--- config.mk ---
export PLATFORM = sky130hd
export DESIGN_NAME = z85_stream_encoder
export DESIGN_NICKNAME = d
export VERILOG_FILES = /design/src/sv/zse_pkg.sv /design/src/sv/zse_front.sv /design/src/sv/zse_queue.sv /design/src/sv/zse_conv.sv /design/src/sv/zse_emit.sv /design/src/sv/z85_stream_encoder.sv
export SDC_FILE = /design/constraint.sdc
export NUM_CORES = 1
export LEC_CHECK = 0
export BUFFER_PORTS_ARGS = -buffer_cell sky130_fd_sc_hd__buf_4
export CORE_AREA = 2 2 208 210
export DETAILED_ROUTE_END_ITERATION = 7
export DIE_AREA = 0 0 210 212
export HOLD_SLACK_MARGIN = 0.1
export SETUP_SLACK_MARGIN = 0.15
export SKIP_CTS_REPAIR_TIMING = 1
export SLEW_MARGIN = 20
export SYNTH_ARGS = -nofsm -noshare
export SYNTH_HDL_FRONTEND = slang
export SYNTH_SLANG_ARGS = --single-unit
--- constraint.sdc ---
create_clock -name clk -period 8.6 [get_ports clk]
set_input_delay 0.43 -clock clk [delete_from_list [all_inputs] [get_ports clk]]
set_output_delay 0.43 -clock clk [all_outputs]
set_load 0.01 [all_outputs]
--- src/sv/zse_pkg.sv ---
package zse_pkg;

    // depth of the group queue between packer and converter
    localparam int unsigned QUEUE_DEPTH = 2;

    // w / 85 == (w * DIV85_MUL) >> DIV85_SHIFT, exact for every 32-bit w
    localparam logic [31:0] DIV85_MUL   = 32'd3233857729;
    localparam int unsigned DIV85_SHIFT = 38;
    localparam int unsigned QUOT_W      = 64 - DIV85_SHIFT;

    // digit alphabet, first character in the top byte
    localparam logic [85*8-1:0] ALPHABET =
        "0123456789abcdefghijklmnopqrstuvwxyzABCDEFGHIJKLMNOPQRSTUVWXYZ.-:+=^!/*?&<>()[]{}@%$#";

    typedef struct packed {
        logic [7:0] data_byte;
        logic       last_byte;
    } byte_req_t;

    typedef struct packed {
        logic [6:0] code_char;
        logic       last_char;
    } char_req_t;

    // one packed group waiting for conversion
    typedef struct packed {
        logic [31:0] word;
        logic [2:0]  count;
        logic        last;
    } group_t;

    // converted group, digits[4] is the most significant digit
    typedef struct packed {
        logic [4:0][6:0] digits;
        logic [2:0]      count;
        logic            last;
    } digits_t;

    typedef struct packed {
        logic full;
        logic empty;
    } queue_stat_t;

    function automatic logic [6:0] z85_char(input logic [6:0] digit);
        logic [6:0] pos;
        pos = 7'd84 - digit;
        return ALPHABET[{pos, 3'b000} +: 7];
    endfunction

endpackage

--- src/sv/zse_front.sv ---
module zse_front (
    input  logic                clk,
    input  logic                rst_n,
    input  logic                byte_valid,
    output logic                byte_stall,
    input  zse_pkg::byte_req_t  byte_data,
    input  zse_pkg::queue_stat_t q_stat,
    output logic                push,
    output zse_pkg::group_t     push_data
);

    logic [31:0] word_reg;
    logic [31:0] word_next;
    logic [1:0]  fill_reg;
    logic [1:0]  fill_next;
    logic [31:0] merged;
    logic        accept;
    logic        finish;

    assign byte_stall = q_stat.full;
    assign accept     = byte_valid && !q_stat.full;
    assign finish     = (fill_reg == 2'd3) || byte_data.last_byte;
    assign push       = accept && finish;

    // big-endian lane for the incoming byte
    always_comb
    begin
        unique case (fill_reg)
            2'd0: merged = word_reg | {byte_data.data_byte, 24'd0};
            2'd1: merged = word_reg | {8'd0, byte_data.data_byte, 16'd0};
            2'd2: merged = word_reg | {16'd0, byte_data.data_byte, 8'd0};
            default: merged = word_reg | {24'd0, byte_data.data_byte};
        endcase
    end

    always_comb
    begin
        push_data.word  = merged;
        push_data.count = (fill_reg == 2'd3) ? 3'd5 : ({1'b0, fill_reg} + 3'd2);
        push_data.last  = byte_data.last_byte;
    end

    always_comb
    begin
        word_next = word_reg;
        fill_next = fill_reg;
        if (accept)
        begin
            if (finish)
            begin
                word_next = '0;
                fill_next = '0;
            end
            else
            begin
                word_next = merged;
                fill_next = fill_reg + 2'd1;
            end
        end
    end

    always_ff @(posedge clk or negedge rst_n)
    begin
        if (!rst_n)
        begin
            word_reg <= '0;
            fill_reg <= '0;
        end
        else
        begin
            word_reg <= word_next;
            fill_reg <= fill_next;
        end
    end

endmodule

--- src/sv/zse_queue.sv ---
module zse_queue #(
    parameter int unsigned DEPTH = zse_pkg::QUEUE_DEPTH
) (
    input  logic                 clk,
    input  logic                 rst_n,
    input  logic                 push,
    input  zse_pkg::group_t      push_data,
    input  logic                 pop,
    output zse_pkg::group_t      head,
    output zse_pkg::queue_stat_t q_stat
);

    localparam int unsigned PTR_W = $clog2(DEPTH);
    localparam int unsigned CNT_W = $clog2(DEPTH + 1);

    zse_pkg::group_t  entry_reg [DEPTH];
    logic [PTR_W-1:0] wr_ptr_reg;
    logic [PTR_W-1:0] wr_ptr_next;
    logic [PTR_W-1:0] rd_ptr_reg;
    logic [PTR_W-1:0] rd_ptr_next;
    logic [CNT_W-1:0] cnt_reg;
    logic [CNT_W-1:0] cnt_next;

    assign head         = entry_reg[rd_ptr_reg];
    assign q_stat.full  = (cnt_reg == CNT_W'(DEPTH));
    assign q_stat.empty = (cnt_reg == '0);

    always_comb
    begin
        wr_ptr_next = wr_ptr_reg;
        rd_ptr_next = rd_ptr_reg;
        cnt_next    = cnt_reg;
        if (push)
        begin
            wr_ptr_next = (wr_ptr_reg == PTR_W'(DEPTH - 1)) ? '0 : wr_ptr_reg + 1'b1;
        end
        if (pop)
        begin
            rd_ptr_next = (rd_ptr_reg == PTR_W'(DEPTH - 1)) ? '0 : rd_ptr_reg + 1'b1;
        end
        if (push && !pop)
        begin
            cnt_next = cnt_reg + 1'b1;
        end
        else if (pop && !push)
        begin
            cnt_next = cnt_reg - 1'b1;
        end
    end

    always_ff @(posedge clk)
    begin
        if (push)
        begin
            entry_reg[wr_ptr_reg] <= push_data;
        end
    end

    always_ff @(posedge clk or negedge rst_n)
    begin
        if (!rst_n)
        begin
            wr_ptr_reg <= '0;
            rd_ptr_reg <= '0;
            cnt_reg    <= '0;
        end
        else
        begin
            wr_ptr_reg <= wr_ptr_next;
            rd_ptr_reg <= rd_ptr_next;
            cnt_reg    <= cnt_next;
        end
    end

endmodule

--- src/sv/zse_conv.sv ---
module zse_conv (
    input  logic                 clk,
    input  logic                 rst_n,
    input  zse_pkg::group_t      head,
    input  zse_pkg::queue_stat_t q_stat,
    output logic                 pop,
    output logic                 load,
    output zse_pkg::digits_t     load_data,
    input  logic                 load_ready
);

    typedef enum logic [2:0] {
        S_IDLE = 3'b001,
        S_MUL  = 3'b010,
        S_REM  = 3'b100
    } conv_state_t;

    localparam int unsigned QW = zse_pkg::QUOT_W;

    conv_state_t     state_reg;
    conv_state_t     state_next;
    logic [31:0]     word_reg;
    logic [31:0]     word_next;
    logic [QW-1:0]   quot_reg;
    logic [QW-1:0]   quot_next;
    logic [1:0]      step_reg;
    logic [1:0]      step_next;
    logic [2:0][6:0] work_reg;
    logic [2:0][6:0] work_next;
    logic [2:0]      count_reg;
    logic [2:0]      count_next;
    logic            last_reg;
    logic            last_next;

    logic [63:0]     product;
    logic [31:0]     quot85;
    logic [31:0]     rem_full;
    logic [6:0]      rem;
    logic            final_step;
    logic            start;

    assign product  = 64'(word_reg) * 64'(zse_pkg::DIV85_MUL);
    assign quot85   = (32'(quot_reg) << 6) + (32'(quot_reg) << 4)
                    + (32'(quot_reg) << 2) + 32'(quot_reg);
    assign rem_full = word_reg - quot85;
    assign rem      = rem_full[6:0];

    assign final_step = (state_reg == S_REM) && (step_reg == 2'd3);
    assign load       = final_step && load_ready;
    assign start      = !q_stat.empty && ((state_reg == S_IDLE) || load);
    assign pop        = start;

    // last quotient is already below 85 and is the leading digit
    always_comb
    begin
        load_data.digits = {quot_reg[6:0], rem, work_reg[2], work_reg[1], work_reg[0]};
        load_data.count  = count_reg;
        load_data.last   = last_reg;
    end

    always_comb
    begin
        state_next = state_reg;
        word_next  = word_reg;
        quot_next  = quot_reg;
        step_next  = step_reg;
        work_next  = work_reg;
        count_next = count_reg;
        last_next  = last_reg;
        unique case (state_reg)
            S_IDLE:
            begin
                if (start)
                begin
                    state_next = S_MUL;
                end
            end
            S_MUL:
            begin
                quot_next  = product[63 -: QW];
                state_next = S_REM;
            end
            S_REM:
            begin
                if (!final_step)
                begin
                    work_next  = {rem, work_reg[2:1]};
                    word_next  = 32'(quot_reg);
                    step_next  = step_reg + 2'd1;
                    state_next = S_MUL;
                end
                else if (load)
                begin
                    state_next = start ? S_MUL : S_IDLE;
                end
            end
            default:
            begin
                state_next = S_IDLE;
            end
        endcase
        if (start)
        begin
            word_next  = head.word;
            count_next = head.count;
            last_next  = head.last;
            step_next  = '0;
        end
    end

    always_ff @(posedge clk)
    begin
        word_reg  <= word_next;
        quot_reg  <= quot_next;
        work_reg  <= work_next;
        count_reg <= count_next;
        last_reg  <= last_next;
    end

    always_ff @(posedge clk or negedge rst_n)
    begin
        if (!rst_n)
        begin
            state_reg <= S_IDLE;
            step_reg  <= '0;
        end
        else
        begin
            state_reg <= state_next;
            step_reg  <= step_next;
        end
    end

endmodule

--- src/sv/zse_emit.sv ---
module zse_emit (
    input  logic               clk,
    input  logic               rst_n,
    input  logic               load,
    input  zse_pkg::digits_t   load_data,
    output logic               load_ready,
    output logic               char_valid,
    input  logic               char_stall,
    output zse_pkg::char_req_t char_data
);

    logic            valid_reg;
    logic            valid_next;
    logic [4:0][6:0] digits_reg;
    logic [4:0][6:0] digits_next;
    logic [2:0]      left_reg;
    logic [2:0]      left_next;
    logic            last_reg;
    logic            last_next;
    logic            accept;
    logic            final_char;

    assign accept     = valid_reg && !char_stall;
    assign final_char = (left_reg == 3'd1);
    assign load_ready = !valid_reg || (accept && final_char);

    assign char_valid          = valid_reg;
    assign char_data.code_char = zse_pkg::z85_char(digits_reg[4]);
    assign char_data.last_char = last_reg && final_char;

    always_comb
    begin
        valid_next  = valid_reg;
        digits_next = digits_reg;
        left_next   = left_reg;
        last_next   = last_reg;
        if (load)
        begin
            valid_next  = 1'b1;
            digits_next = load_data.digits;
            left_next   = load_data.count;
            last_next   = load_data.last;
        end
        else if (accept)
        begin
            if (final_char)
            begin
                valid_next = 1'b0;
            end
            else
            begin
                digits_next = {digits_reg[3:0], 7'd0};
                left_next   = left_reg - 3'd1;
            end
        end
    end

    always_ff @(posedge clk)
    begin
        digits_reg <= digits_next;
        last_reg   <= last_next;
    end

    always_ff @(posedge clk or negedge rst_n)
    begin
        if (!rst_n)
        begin
            valid_reg <= 1'b0;
            left_reg  <= '0;
        end
        else
        begin
            valid_reg <= valid_next;
            left_reg  <= left_next;
        end
    end

endmodule

--- src/sv/z85_stream_encoder.sv ---
// z85 stream encoder: bytes come in one request at a time on the byte channel, with
// last_byte on the final byte of a stream; every four bytes are packed big-endian and
// leave as five z85 characters, leading base-85 digit first, one character per request
// on the char channel; a short final group of k bytes is zero-padded and gives k+1
// characters, and last_char marks the final character of the stream. a packer takes a
// byte every cycle while the group queue has room; a converter then splits each group
// with one 32x32 reciprocal multiplier and four divide-by-85 steps, each a multiply state
// and a remainder state, whatever the group's length, so the converter sets the sustained
// input rate; characters leave at one per cycle from the output stage when char_stall
// is low, while the next group is converted. a byte that closes a group passes the
// queue, the converter states and the output stage register before its first character
module z85_stream_encoder #(
    parameter int unsigned QUEUE_DEPTH = zse_pkg::QUEUE_DEPTH
) (
    input  logic               clk,
    input  logic               rst_n,
    // byte requests
    input  logic               byte_valid,
    output logic               byte_stall,
    input  zse_pkg::byte_req_t byte_data,
    // character requests
    output logic               char_valid,
    input  logic               char_stall,
    output zse_pkg::char_req_t char_data
);

    // packer to queue
    logic                 push;
    zse_pkg::group_t      push_data;
    zse_pkg::queue_stat_t q_stat;

    // queue to converter
    logic                 pop;
    zse_pkg::group_t      head;

    // converter to output stage
    logic                 load;
    logic                 load_ready;
    zse_pkg::digits_t     load_data;

    // front: packs bytes into groups
    zse_front u_front (
        .clk        (clk),
        .rst_n      (rst_n),
        .byte_valid (byte_valid),
        .byte_stall (byte_stall),
        .byte_data  (byte_data),
        .q_stat     (q_stat),
        .push       (push),
        .push_data  (push_data)
    );

    // short queue so the packer keeps taking bytes while a group converts
    zse_queue #(
        .DEPTH (QUEUE_DEPTH)
    ) u_queue (
        .clk       (clk),
        .rst_n     (rst_n),
        .push      (push),
        .push_data (push_data),
        .pop       (pop),
        .head      (head),
        .q_stat    (q_stat)
    );

    // back: iterative divide by 85
    zse_conv u_conv (
        .clk        (clk),
        .rst_n      (rst_n),
        .head       (head),
        .q_stat     (q_stat),
        .pop        (pop),
        .load       (load),
        .load_data  (load_data),
        .load_ready (load_ready)
    );

    // output stage: one character per request
    zse_emit u_emit (
        .clk        (clk),
        .rst_n      (rst_n),
        .load       (load),
        .load_data  (load_data),
        .load_ready (load_ready),
        .char_valid (char_valid),
        .char_stall (char_stall),
        .char_data  (char_data)
    );

    // a group is never pushed into a full queue
    assert property (@(posedge clk) disable iff (!rst_n) !(push && q_stat.full))
        else $error("group pushed into full queue");

    // a group is never popped from an empty queue
    assert property (@(posedge clk) disable iff (!rst_n) !(pop && q_stat.empty))
        else $error("group popped from empty queue");

    // a converted group always carries two to five characters
    assert property (@(posedge clk) disable iff (!rst_n)
        load |-> (load_data.count >= 3'd2 && load_data.count <= 3'd5))
        else $error("bad character count on converted group");

    // a short group is pushed only at the end of a stream, with the last flag set
    assert property (@(posedge clk) disable iff (!rst_n)
        (push && push_data.count != 3'd5) |-> push_data.last)
        else $error("short group pushed without last flag");

endmodule
Word-level counts from Yosys, hierarchy flattened
Memories as Yosys holds them, arrays and structs flattened. Index checks and enable logic that the tools add are counted.

$add $sub $neg: 13. Multipliers: 1. Eq/ne operators: 13. Shift-type cells: 1. Multiplexer cells: 30. Bitwise gates (word level): 5. Reductions and logical operators: 30.

Operators with widths (count): $shiftx A680 B11 Y7 const A (1); $mux W32 (4); $mux W35 (3); $pmux W32 S3 (1); $mul A32 B32 Y64 const B (1); $or A32 B16 Y32 (1); $or A32 B24 Y32 (1); $or A32 B32 Y32 (1); $or A32 B8 Y32 (1); $add A7 B7 Y7 (3); $mux W3 (7); $mux W2 (7); $logic_and A1 B1 Y1 (10); $reduce_and A2 Y1 (5); $pmux W3 S3 (1); $eq A2 B2 Y1 const B (4); $reduce_bool A2 Y1 (4); $mux W1 (7); $sub A7 B7 Y7 (1); $sub A7 B7 Y7 const A (1); $add A2 B1 Y2 const B (3); $eq A3 B1 Y1 const B (2); $logic_not A1 Y1 (6); $logic_not A2 Y1 (2); other kinds (12) (16).

Register bits: 166. Memory bits (writable): 72. Input port bits: 13. Output and inout port bits: 10. Memories: 1.

Memories: u_queue.entry_reg (depth 2, bits a word 36, rd ports 1, clocked after memory_dff 0, write ports 1, line zse_queue.sv:16) `zse_pkg::group_t entry_reg [DEPTH];`.

Logic depth before layout (Yosys ltp)
Depth after elaboration: 11. Gate-level depth with buffers: 22.

By module
Synthesis repeated with hierarchy kept, for this count alone.

Cell total of the unflattened synthesis: 1851. Area, all modules: 21230.4 sq um.

Modules (own cells, without submodules): zse_conv (times used 1, cells each 1280, area each 13750.7 sq um, sequential area each 2618.8 sq um); zse_queue (times used 1, cells each 128, area each 2934.1 sq um, sequential area each 2262.2 sq um); zse_emit (times used 1, cells each 242, area each 2740.1 sq um, sequential area each 1181.1 sq um); zse_front (times used 1, cells each 201, area each 1805.5 sq um, sequential area each 850.8 sq um).

Worst setup path before layout
No wires, ideal clock.

Path kind: register to register. Start point: register u_conv.word_reg[2]. End point: register u_conv.quot_reg[14] (data pin). Data arrival time: 6276 ps. Required time: 8331 ps. Setup slack: 2056 ps. Stages on the path, launching flop included: 20. Buffers on the path: 0. Cells stage by stage: edfxtp_1 -> ha_1 -> ha_1 -> fa_1 -> fa_1 -> inv_1 -> fa_1 -> fa_1 -> fa_1 -> inv_1 -> ha_1 -> ha_1 -> a21oi_1 -> o22ai_1 -> o311ai_0 -> or3b_1 -> or4_1 -> a211oi_2 -> o31ai_1 -> xor2_1.

Longest elaborated chain between the ends: 1.

Ends and longest elaborated chain: start, declared (line zse_conv.sv:22) `logic [31:0] word_reg;`; start signal, assigned (line zse_conv.sv:113) `word_reg <= word_next;`; $mul A32 B32 Y64 (line zse_conv.sv:42) `assign product = 64'(word_reg) * 64'(zse_pkg::DIV85_MUL);`; via u_conv.product[52] (line zse_conv.sv:35) `logic [63:0] product;`; end signal, assigned (line zse_conv.sv:114) `quot_reg <= quot_next;`; end, declared (line zse_conv.sv:24) `logic [QW-1:0] quot_reg;`.

The timed path passes the listed nets, and every way through them passes these cells. A chain may end at the register's enable or synchronous reset.

Final worst setup path
Ends and elaborated chain as after synthesis.

==> impl_metrics.prom <==
# TYPE chip_impl_metric gauge
chip_impl_metric{name="worst_clock_skew",unit="ns"} 0.0302
chip_impl_metric{name="largest_register_ffs",unit=""} 72
chip_impl_metric{name="number_of_flops_mapped_to_enable_cells_by_yosys",unit=""} 191
chip_impl_info{name="whs_endpoint",value="u_emit.char_valid"} 1
chip_impl_info{name="timing.rr.end",value="u_conv.quot_reg[14]"} 1
chip_impl_metric{name="clock_latency",unit="ns"} 0.54
chip_impl_info{name="synth_top_cell_by_area",value="edfxtp_1"} 1
chip_impl_metric{name="num-fill-cells",unit=""} 3818
chip_impl_metric{name="max_freq",unit="MHz"} 142
chip_impl_info{name="holdCritPathClass",value="input port to register"} 1
chip_impl_metric{name="clkSinkCount",unit=""} 238
chip_impl_metric{name="r2r_setup_slack",unit="ns"} 1.57
chip_impl_metric{name="drtAntennaViolNets",unit=""} 0
chip_impl_info{name="clk_root_buffer_cell",value="clkbuf_16"} 1
chip_impl_metric{name="via_count_of_the_first_global_routing_pass",unit=""} 14341
chip_impl_metric{name="detail_route.wirelength",unit="µm"} 49700
chip_impl_info{name="synth_most_common_cell",value="inv_1"} 1
chip_impl_info{name="run_status",value="finished, final reports clean"} 1
chip_impl_metric{name="gp_congestion",unit=""} 0.979
chip_impl_metric{name="cp_max_fo",unit=""} 8
chip_impl_info{name="ys_top_cells_by_area",value="edfxtp_1 (27%), ha_1 (21%), fa_1 (16%), inv_1 (6.7%), dfrtp_1 (5.5%)"} 1
chip_impl_metric{name="grtUsageTotal",unit="%"} 23.3
chip_impl_metric{name="htreeDepth",unit=""} 1
chip_impl_metric{name="grt.overflow.total",unit=""} 0
chip_impl_metric{name="actual_slew_at_the_worst_max_slew_pin",unit="ns"} 1.18
chip_impl_metric{name="vias",unit=""} 13715
chip_impl_info{name="critical_path.endpoint_type",value="register"} 1
chip_impl_metric{name="initialDrtViolationCount",unit=""} 900
chip_impl_metric{name="final-setup-viol-count",unit=""} 0
chip_impl_metric{name="dpl.hpwl",unit="µm"} 40700
chip_impl_metric{name="post_syn_nets",unit=""} 2481
chip_impl_metric{name="chipHeight",unit="µm"} 212
chip_impl_metric{name="post_synth_instance_area",unit="µm²"} 20900
chip_impl_metric{name="grt_antenna_before_repair",unit=""} 0
chip_impl_metric{name="floorplan.initialDensity",unit="%"} 49.2
chip_impl_info{name="holdCritStartpoint",value="char_stall"} 1
chip_impl_metric{name="worstRegToRegCells",unit=""} 19
chip_impl_metric{name="data_arrival_at_the_endpoint_of_the_critical_path",unit="ns"} 7.32
chip_impl_metric{name="vias_per_cell",unit=""} 5.43
chip_impl_metric{name="post_synth_inst_count",unit=""} 1947
chip_impl_metric{name="synth.yosys.warnings",unit=""} 0
chip_impl_metric{name="final_nets",unit=""} 2497
chip_impl_metric{name="min_delay_path_depth",unit=""} 3
chip_impl_info{name="cts_tree",value="built"} 1
chip_impl_metric{name="cts_bufs_inserted",unit=""} 24
chip_impl_metric{name="grt_start_max_net_pins",unit=""} 62
chip_impl_metric{name="avgRoutedWirePerCell",unit="µm"} 19.7
chip_impl_metric{name="post-route-min-period",unit="ns"} 7.03
chip_impl_info{name="synth_ff_type",value="edfxtp_1"} 1
chip_impl_metric{name="synth_top_area_share",unit="%"} 27.4
chip_impl_metric{name="n_antenna_cell",unit=""} 0
chip_impl_metric{name="ys_async_sr_fraction",unit="%"} 19.7
chip_impl_info{name="grt_setup_unrepaired",value="false"} 1
chip_impl_metric{name="die_width",unit="µm"} 210
chip_impl_info{name="r2r-start",value="u_conv.word_reg[2]"} 1
chip_impl_metric{name="slew_viol_final",unit=""} 0
chip_impl_metric{name="die-area",unit="µm²"} 44500
chip_impl_metric{name="tns",unit="ns"} 0
chip_impl_metric{name="slew-limit-headroom",unit="%"} 19.8
chip_impl_metric{name="drive_gt1_share",unit="%"} 5.20
chip_impl_info{name="setup.worst_path.start_class",value="register"} 1
chip_impl_info{name="yosys-top-cells-count",value="inv_1 (373), ha_1 (350), edfxtp_1 (191), fa_1 (171), nand2_1 (162)"} 1
chip_impl_metric{name="firstDrtPassIters",unit=""} 5
chip_impl_metric{name="clk_path_buf_depth",unit=""} 3
chip_impl_metric{name="post-route-drc-count",unit=""} 0
chip_impl_metric{name="path_clk_slew",unit="ns"} 0.07
chip_impl_metric{name="rows",unit=""} 76
chip_impl_metric{name="syn2layout_area_growth",unit="%"} 7.59
chip_impl_metric{name="worst_ep_required_time",unit="ns"} 8.89
chip_impl_metric{name="synth.ff_latch_count",unit=""} 238
chip_impl_metric{name="synth_cell_type_count",unit=""} 72
chip_impl_metric{name="portBuffers",unit=""} 22
chip_impl_metric{name="layout_worst_path_cycle_share",unit="%"} 81.8
chip_impl_metric{name="fp.coreArea",unit="µm²"} 42500
chip_impl_metric{name="io-pin-count",unit=""} 23
chip_impl_metric{name="grt_pass1_wl",unit="µm"} 79800
chip_impl_metric{name="synth.yosys.seq_area_share",unit="%"} 33.1
chip_impl_info{name="worst-setup-path-type",value="register to register"} 1
chip_impl_metric{name="postSynthAreaPerCell",unit="µm²"} 10.7
chip_impl_metric{name="report.final.hold_viol_count",unit=""} 0
chip_impl_metric{name="maxCapViolCount",unit=""} 0
[logic make-up (layout without fill, tap and decap cells)]
group                      Yosys count  count (layout)  synth area share, %
muxes                               43              43                 2.16
xor gates and xnor gates            56              56                 2.35
and+or+nand+nor                    353             353                 7.57
DFF                                238             238                 33.1
adders and majority gates          521             521                 37.3
AOI/OAI and AO/OA                  315             315                 9.90
buffers and inverters              421             455                 7.66
[cells in the final DEF, fill, tap and decap left out, drive strengths merged, types with 4 or more instances in the layout]
cell type and n:
a211oi 8, a21boi 4, a21o 26, a21oi 95, a221oi 5, a22o 33
a31oi 4, and2 12, and4 4, buf 36, clkbuf 28, clkinv 11
dfrtp 46, edfxtp 191, fa 171, ha 350, inv 374, mux2 7
mux2i 35, nand2 163, nand2b 7, nand3 23, nand4 8, nor2 86
nor2b 8, nor3 14, nor4 4, o211ai 10, o21a 4, o21ai 76
o21bai 4, o22ai 9, o311ai 6, o31ai 10, or3 7, xnor2 36
xor2 20
[layout make-up]
cell class / count / area, µm² / share of cell area (%)
well taps: 546 / 683 / 3.04
inverters: 373 / 1400 / 6.22
flip-flops and latches: 238 / 6920 / 30.7
repair buffers: 38 / 290 / 1.29
clock buffers: 28 / 636 / 2.83
multi-input cells: 1288 / 12400 / 55.2
clock inverters: 16 / 144 / 0.640
[layer usage]
metal	part of all wire, %	track usage (%)
met2	46	38.0
met4	2.6	5.92
met5	0	0
met3	4.1	2.07
met1	47	33.6
[metrics by stage]
stage	worst slack [ns]	instances	instance area, µm²	utilization, %	hold slack [ns]
2_1_floorplan	2.06	1947	20900	-	0.134
3_3_place_gp	1.58	2481	21700	51.0	0.406
3_5_place_dp	1.55	2481	21700	51.0	0.408
4_1_cts	1.56	2525	22500	52.9	-0.0849
5_1_grt	1.24	2527	22500	52.9	0.231
6_report	1.57	2527	22500	52.9	0.213
[worst max-delay path, stage by stage, from the launching register on]
cell and delay [ns]:
edfxtp_1 0.52, ha_1 0.37, ha_1 0.32, fa_1 0.49
fa_1 0.55, inv_1 0.05, fa_1 0.50, fa_1 0.51
fa_1 0.54, inv_1 0.04, ha_1 0.29, ha_1 0.37
a21oi_1 0.18, o22ai_1 0.10, o311ai_0 0.45, or3b_1 0.40
or4_1 0.57, a211oi_2 0.26, o31ai_1 0.12, xor2_1 0.15
[how the worst max path moves through the flow]
stage | start | endpoint | slack [ns] | depth (start not counted)
global route | u_conv.word_reg[3] | u_conv.quot_reg[14] | 1.24 | 21
finish | u_conv.word_reg[2] | u_conv.quot_reg[14] | 1.57 | 19
detailed placement | u_conv.word_reg[3] | u_conv.quot_reg[14] | 1.55 | 21
floorplan | u_conv.word_reg[2] | u_conv.quot_reg[14] | 2.06 | 19
CTS | u_conv.word_reg[3] | u_conv.quot_reg[14] | 1.56 | 21
global placement | u_conv.word_reg[2] | u_conv.quot_reg[14] | 1.58 | 19
Power is left out: the tool's default activity adds up to more than one toggle a clock period on the data nets, which glitch-free logic cannot reach.
